==> config.mk <==
export PLATFORM = sky130hd
export DESIGN_NAME = alpha_over_compositor_core
export DESIGN_NICKNAME = d
export VERILOG_FILES = /design/src/hw/rtl/aoc_pkg.sv /design/src/hw/rtl/aoc_weight.sv /design/src/hw/rtl/aoc_div_step.sv /design/src/hw/rtl/alpha_over_compositor_core.sv
export SDC_FILE = /design/constraint.sdc
export NUM_CORES = 2
export LEC_CHECK = 0
export BUFFER_PORTS_ARGS = -buffer_cell sky130_fd_sc_hd__buf_2
export CAP_MARGIN = 20
export CORE_UTILIZATION = 45
export CTS_CLUSTER_SIZE = 25
export DETAILED_ROUTE_END_ITERATION = 16
export GPL_TIMING_DRIVEN = 0
export HOLD_SLACK_MARGIN = 0.1
export PLACE_DENSITY = 0.56
export RECOVER_POWER = 50
export SLEW_MARGIN = 20
export SYNTH_ARGS = -nofsm -noshare
export SYNTH_HDL_FRONTEND = slang
export SYNTH_SLANG_ARGS = --single-unit
==> constraint.sdc <==
create_clock -name clk -period 7.9 [get_ports clk]
set_input_delay 0.395 -clock clk [delete_from_list [all_inputs] [get_ports clk]]
set_output_delay 0.395 -clock clk [all_outputs]
set_load 0.05 [all_outputs]
==> src/hw/rtl/aoc_pkg.sv <==
// Shared types and constants of the alpha-over compositor pipeline.
package aoc_pkg;

    // Field widths
    localparam int unsigned CHAN_W   = 8;
    localparam int unsigned NUM_CH   = 3;
    localparam int unsigned PROD_W   = 2 * CHAN_W;
    localparam int unsigned WGT_W    = 2 * CHAN_W;
    localparam int unsigned NUM_W    = 3 * CHAN_W;

    // Quotient bits resolved per divider stage, and the stage count that follows
    localparam int unsigned QBITS_PER_STAGE = 2;
    localparam int unsigned DIV_STAGES      = CHAN_W / QBITS_PER_STAGE;

    // Full-scale channel value
    localparam logic [CHAN_W-1:0] CHAN_MAX = 8'd255;

    typedef logic [CHAN_W-1:0] chan_t;

    // Input pixel pair; colour index 0 red, 1 green, 2 blue
    typedef struct packed {
        logic [NUM_CH-1:0][CHAN_W-1:0] front_col;
        logic [NUM_CH-1:0][CHAN_W-1:0] back_col;
        chan_t                         front_alpha;
        chan_t                         back_alpha;
    } aoc_pair_t;

    // First product stage
    typedef struct packed {
        logic [NUM_CH-1:0][PROD_W-1:0] front_prod;
        logic [NUM_CH-1:0][PROD_W-1:0] back_prod;
        logic [PROD_W-1:0]             back_wgt;
        chan_t                         front_alpha;
        chan_t                         front_inv;
        logic                          clear;
    } aoc_prod_t;

    // Divider stage payload
    typedef struct packed {
        logic [NUM_CH-1:0][NUM_W-1:0]  rem;
        logic [NUM_CH-1:0][CHAN_W-1:0] quo;
        logic [WGT_W-1:0]              weight;
        chan_t                         alpha;
        logic                          clear;
    } aoc_div_t;

endpackage

==> src/hw/rtl/aoc_weight.sv <==
// Two product stages: channel products, combined weight, numerators and output alpha.
module aoc_weight (
    input  logic              clk,
    input  logic              rst_n,
    input  logic              in_valid,
    output logic              in_ready,
    input  aoc_pkg::aoc_pair_t in_data,
    output logic              out_valid,
    input  logic              out_ready,
    output aoc_pkg::aoc_div_t out_data
);
    import aoc_pkg::*;

    logic      prod_valid_reg;
    aoc_prod_t prod_reg;
    aoc_prod_t prod_next;
    logic      div_valid_reg;
    aoc_div_t  div_reg;
    aoc_div_t  div_next;
    logic      prod_ready;
    logic      div_ready;

    // Stage ready: a stage takes a transfer when empty or draining
    assign div_ready  = !div_valid_reg || out_ready;
    assign prod_ready = !prod_valid_reg || div_ready;
    assign in_ready   = prod_ready;
    assign out_valid  = div_valid_reg;
    assign out_data   = div_reg;

    // Form colour times alpha products and the back weight term
    always_comb
    begin
        chan_t inv;
        inv = CHAN_MAX - in_data.front_alpha;
        for (int c = 0; c < NUM_CH; c++)
        begin
            prod_next.front_prod[c] = PROD_W'(in_data.front_col[c]) *
                                      PROD_W'(in_data.front_alpha);
            prod_next.back_prod[c]  = PROD_W'(in_data.back_col[c]) *
                                      PROD_W'(in_data.back_alpha);
        end
        prod_next.back_wgt    = PROD_W'(in_data.back_alpha) * PROD_W'(inv);
        prod_next.front_alpha = in_data.front_alpha;
        prod_next.front_inv   = inv;
        prod_next.clear       = (in_data.front_alpha == '0) && (in_data.back_alpha == '0);
    end

    // Weight, numerators and alpha = floor(W / 255) via (W + 1) * 257 >> 16
    always_comb
    begin
        logic [WGT_W-1:0]   wgt;
        logic [WGT_W:0]     wgt_inc;
        logic [WGT_W+8:0]   alpha_prod;
        logic [NUM_W-1:0]   front_term;
        logic [NUM_W-1:0]   back_term;
        wgt = ({prod_reg.front_alpha, 8'b0} - WGT_W'(prod_reg.front_alpha)) +
              prod_reg.back_wgt;
        wgt_inc    = {1'b0, wgt} + 17'd1;
        alpha_prod = {wgt_inc, 8'b0} + 25'(wgt_inc);
        for (int c = 0; c < NUM_CH; c++)
        begin
            front_term = {prod_reg.front_prod[c], 8'b0} - NUM_W'(prod_reg.front_prod[c]);
            back_term  = NUM_W'(prod_reg.back_prod[c]) * NUM_W'(prod_reg.front_inv);
            div_next.rem[c] = front_term + back_term;
            div_next.quo[c] = '0;
        end
        div_next.weight = wgt;
        div_next.alpha  = alpha_prod[23:16];
        div_next.clear  = prod_reg.clear;
    end

    // Advance valid bits
    always_ff @(posedge clk or negedge rst_n)
    begin
        if (!rst_n)
        begin
            prod_valid_reg <= 1'b0;
            div_valid_reg  <= 1'b0;
        end
        else
        begin
            if (prod_ready)
            begin
                prod_valid_reg <= in_valid;
            end
            if (div_ready)
            begin
                div_valid_reg <= prod_valid_reg;
            end
        end
    end

    // Load payload on transfer
    always_ff @(posedge clk)
    begin
        if (prod_ready && in_valid)
        begin
            prod_reg <= prod_next;
        end
        if (div_ready && prod_valid_reg)
        begin
            div_reg <= div_next;
        end
    end

endmodule

==> src/hw/rtl/aoc_div_step.sv <==
// One restoring-divider stage: resolves a few quotient bits for all three colours.
module aoc_div_step (
    input  logic              clk,
    input  logic              rst_n,
    input  logic              in_valid,
    output logic              in_ready,
    input  aoc_pkg::aoc_div_t in_data,
    output logic              out_valid,
    input  logic              out_ready,
    output aoc_pkg::aoc_div_t out_data
);
    import aoc_pkg::*;

    logic     valid_reg;
    aoc_div_t data_reg;
    aoc_div_t data_next;

    assign in_ready  = !valid_reg || out_ready;
    assign out_valid = valid_reg;
    assign out_data  = data_reg;

    // Shift remainder, compare against weight << 8, subtract when it fits
    always_comb
    begin
        logic [NUM_W-1:0]  dvs;
        logic [NUM_W-1:0]  r;
        logic [CHAN_W-1:0] q;
        logic [NUM_W:0]    trial;
        dvs       = {in_data.weight, 8'b0};
        data_next = in_data;
        for (int c = 0; c < NUM_CH; c++)
        begin
            r = in_data.rem[c];
            q = in_data.quo[c];
            for (int k = 0; k < QBITS_PER_STAGE; k++)
            begin
                trial = {r, 1'b0};
                if (trial >= {1'b0, dvs})
                begin
                    trial = trial - {1'b0, dvs};
                    q     = {q[CHAN_W-2:0], 1'b1};
                end
                else
                begin
                    q = {q[CHAN_W-2:0], 1'b0};
                end
                r = trial[NUM_W-1:0];
            end
            data_next.rem[c] = r;
            data_next.quo[c] = q;
        end
    end

    // Advance valid bit
    always_ff @(posedge clk or negedge rst_n)
    begin
        if (!rst_n)
        begin
            valid_reg <= 1'b0;
        end
        else if (in_ready)
        begin
            valid_reg <= in_valid;
        end
    end

    // Load payload on transfer
    always_ff @(posedge clk)
    begin
        if (in_ready && in_valid)
        begin
            data_reg <= data_next;
        end
    end

endmodule

==> src/hw/rtl/alpha_over_compositor_core.sv <==
// Top level of the alpha-over compositor: straight-alpha RGBA8 Porter-Duff over.
//
// Usage: each transfer on the slave channel carries one front and one back
// RGBA8 pixel; each transfer on the master channel carries the composited pixel.
// Colours are the exact truncated quotient of the weighted sum by the combined
// weight W = 255*fa + ba*(255-fa); alpha is W / 255 truncated. When both alphas
// are zero the colour and alpha fields are zero and tuser is set.
//
// Pipeline: two product stages, then four divider stages, each resolving two
// quotient bits for all colours.
// Throughput: one pixel per clock unless the receiver stalls; the divider is
// fully pipelined, so the quotient bits per stage set the depth, not the rate.
//
// Reset clears all valid bits; the pipeline is empty afterwards.
// When the receiver stalls, each stage holds its item and empty stages ahead
// of a stalled one keep taking new transfers until the pipeline is full.
module alpha_over_compositor_core (
    input  logic        clk,
    input  logic        rst_n,
    input  logic        s_tvalid,
    output logic        s_tready,
    // front_red, front_green, front_blue, front_alpha,
    // back_red, back_green, back_blue, back_alpha
    input  logic [63:0] s_tdata,
    output logic        m_tvalid,
    input  logic        m_tready,
    // out_red, out_green, out_blue, out_alpha
    output logic [31:0] m_tdata,
    // both_transparent
    output logic        m_tuser
);
    import aoc_pkg::*;

    aoc_pair_t pair;
    logic      stg_valid [DIV_STAGES+1];
    logic      stg_ready [DIV_STAGES+1];
    aoc_div_t  stg_data  [DIV_STAGES+1];

    // Unpack input fields
    always_comb
    begin
        for (int c = 0; c < NUM_CH; c++)
        begin
            pair.front_col[c] = s_tdata[c*CHAN_W +: CHAN_W];
            pair.back_col[c]  = s_tdata[(c+4)*CHAN_W +: CHAN_W];
        end
        pair.front_alpha = s_tdata[31:24];
        pair.back_alpha  = s_tdata[63:56];
    end

    aoc_weight u_weight (
        .clk       (clk),
        .rst_n     (rst_n),
        .in_valid  (s_tvalid),
        .in_ready  (s_tready),
        .in_data   (pair),
        .out_valid (stg_valid[0]),
        .out_ready (stg_ready[0]),
        .out_data  (stg_data[0])
    );

    // Divider chain
    for (genvar i = 0; i < DIV_STAGES; i++)
    begin : g_div
        aoc_div_step u_div (
            .clk       (clk),
            .rst_n     (rst_n),
            .in_valid  (stg_valid[i]),
            .in_ready  (stg_ready[i]),
            .in_data   (stg_data[i]),
            .out_valid (stg_valid[i+1]),
            .out_ready (stg_ready[i+1]),
            .out_data  (stg_data[i+1])
        );
    end

    assign stg_ready[DIV_STAGES] = m_tready;
    assign m_tvalid              = stg_valid[DIV_STAGES];

    // Pack result; force colours and alpha to zero when both pixels are transparent
    always_comb
    begin
        aoc_div_t res;
        res = stg_data[DIV_STAGES];
        for (int c = 0; c < NUM_CH; c++)
        begin
            m_tdata[c*CHAN_W +: CHAN_W] = res.clear ? '0 : res.quo[c];
        end
        m_tdata[31:24] = res.clear ? '0 : res.alpha;
        m_tuser        = res.clear;
    end

endmodule

==> results.md <==
- FP Rows: 140
- Outcome: finished, violations left
- Startpoint Class: flip-flop
- Final period utilization: 92.92%
- Clk Latency, worst-skew pair: 0.68 ns
- Detail Route Antenna Nets: 0
- Clock Sinks: 556
- Crit-path max FO: 10
- Fin nets: 8523
- Final Max Slew Viols: 400
- Critical path arrival: 7.75 ns
- Filler cell count: 13781
- Min Tclk post-route: 7.340 ns
- Total gr overflow: 0
- Routed WL: 174500 um
- Post-synth EDFFs: 550
- Global-route wire length before repair: 272600 um
- Initial DRC count: 2377
- CTS Buf Count: 70
- Final setup TNS: 0 ns
- GRT Overall Usage: 23.42%
- Largest register FFs: 324
- Final setup fails: 0
- Yosys warns: 0
- Most common library cells after synthesis: inv_1 (1030), ha_1 (845), nand2_1 (636)
- Number of global-route vias before repair: 48146
- CTS tree: built
- Post-DP Area: 0.06964 mm^2
- Clock H-tree levels: 3
- CORE AREA: 0.1461 mm^2
- DR WL/cell: 19.45 um
- Chip height: 386.4 um
- Seq/Total Area, Yosys: 25.06%
- Largest area contributor in the netlist: edfxtp_1
- Io pins: 103
- Synth-to-Final Area Change: 8.517%
- Final Cell Area: 0.07217 mm^2
- Top-count cell post-synth: inv_1
- Largest net degree at the start of global routing: 57
- Root buf cell: clkbuf_16
- Clock transition at the registers of the reported paths: 0.06 ns
- Synth Flop Type: edfxtp_1
- DPL Wire Length: 144200 um
- Die ar.: 0.1493 mm^2
- RSZ-0062 raised after global routing: false
- Clk_skew: 0.04554 ns
- Mapped Area: 0.06650 mm^2
- Mapped Nets: 8331
- Final Wtd Congestion: 0.9290
- Post-synth top area share: 24.83%
- Rel. slew slack: -116.3%
- Layout cells sized above 1: 6.394%
- Max-cap viol count: 10
- Failing checks: capacitance limit, slew limit
- Starting Density: 45.52%
- TritonRoute pass-1 iters: 5
- Yosys cell types: 93
- Post-route DRC: 0
- Critical path required time: 8.31 ns
- Post-synth ARST share: 1.079%
- Synth Register Bits: 556
- Number of diodes: 0
- Worst hold-check path type: in -> reg
- Vias: 47315
- IO Port Bufs: 98
- Hold Slack: 0.1722 ns
- Synthesized area per cell: 9.773 um^2
- Vias per cell: 5.274
- Chip Width: 386.4 um
- Final hold violation count: 0
- Worst-case clock buffer depth: 3
- FMAX: 0.1362 GHz
- Critical path class: reg -> reg
- Initial antenna violation count: 1
- Top cells by area, synth: edfxtp_1 (25%), fa_1 (18%), ha_1 (16%), inv_1 (5.8%), and2_1 (3.9%)
- CP endpoint kind: flip-flop
- Post-synthesis cell count: 6805
- Worst Tran Pin Value: 3.244 ns
-- worst max-delay path, cell delays in order (launching register included) --
cell and delay, ns:
edfxtp_1 0.38, clkbuf_1 0.63, clkbuf_1 0.57, nand2_1 0.16, fa_1 0.58, inv_1 0.06, fa_1 0.48, fa_1 0.50
fa_1 0.52, inv_1 0.06, fa_1 0.47, inv_1 0.04, ha_1 0.34, a21o_1 0.18, a21o_1 0.17, a22oi_1 0.18
nand2_1 0.12, o21ai_0 0.48, o21ai_0 0.32, nor3_1 0.26, o21bai_1 0.11, a21oi_1 0.17, xnor2_1 0.27
-- area by class of cell --
type / count / area (um^2) / share of cell area (%)
Multi-Input combinational cell: 5079 / 45410 / 62.92
Sequential cell: 556 / 16670 / 23.09
Inverter: 1031 / 3874 / 5.368
Tap cell: 1917 / 2399 / 3.324
Clock buffer: 85 / 1828 / 2.533
Timing Repair Buffer: 121 / 738.2 / 1.023
Clock inverter: 44 / 694.4 / 0.9622
Buffer: 138 / 561.8 / 0.7784
-- timing repair --
action | in CTS | in global routing
endpoints found under the setup margin | 0 | 9
resized for setup | 0 | 2
buffers inserted | 0 | 0
hold buffers | 14 | 0
endpoints found under the hold margin | 19 | 0
-- metal layers --
metal,global-route usage [%],vias to the layer above,wire length (um)
li1,-,23363,-
met1,29.37,22802,75940
met2,40.89,885,84340
met3,1.949,265,5529
met4,10.79,0,8652
met5,0,-,0
-- kinds of logic (layout without fill, tap and decap cells) --
family	count (synthesis)	in the layout	synth area share, %
simple gates	1900	1900	14.15
fa+ha+maj	1458	1458	34.35
buf+inv	1170	1419	6.668
compound gates	1090	1090	10.64
flops	556	556	25.06
xor+xnor	417	417	5.492
mux	214	214	3.635
-- per-stage QoR --
stage	setup WS [ns]	instances	utilization, %
6_report	0.5595	8971	49.40
5_1_grt	0.06639	8971	49.40
4_1_cts	0.4068	8972	49.49
3_5_place_dp	0.4609	8829	47.67
3_3_place_gp	0.4174	8820	47.50
2_1_floorplan	1.797	6805	-
-- layout by cell type (no fill, tap or decap), types with 62 or more instances in the layout --
| cell type | synthesis | final |
|---|---|---|
| inv_1 | 1030 | 1029 |
| xnor2_1 | 289 | 289 |
| o21a_1 | 75 | 75 |
| clkbuf_16 | 0 | 70 |
| buf_2 | 12 | 99 |
| nand4_1 | 66 | 66 |
| a21oi_1 | 304 | 303 |
| mux2_2 | 175 | 175 |
| fa_1 | 613 | 613 |
| nor2_1 | 313 | 313 |
| ha_1 | 845 | 845 |
| nor2b_1 | 147 | 147 |
| clkbuf_1 | 117 | 144 |
| and2_1 | 411 | 392 |
| nand2_1 | 636 | 636 |
| edfxtp_1 | 550 | 550 |
| nor3_1 | 91 | 91 |
| o21ai_0 | 240 | 240 |
| xor2_1 | 128 | 128 |
| a21o_1 | 158 | 158 |
| nand3_1 | 62 | 62 |
-- final timing paths --
check	start	endpoint	slack, ns	cells after the start
worst max register to register	u_weight.prod_reg[1]	u_weight.out_data[96]	0.56	22
worst min register to register	g_div[2].u_div.out_data[45]	g_div[3].u_div.out_data[47]	0.41	0
worst max-delay path	u_weight.prod_reg[1]	u_weight.out_data[96]	0.56	22
worst min-delay path	s_tdata[32]	u_weight.prod_reg[33]	0.17	2
max in group asynchronous	rst_n	u_weight.out_valid	7.03	3
min in group asynchronous	rst_n	u_weight.prod_valid_reg	0.65	3
Power is not shown: default switching activity piles up to over one toggle a cycle in this logic, so the estimate is an artifact.
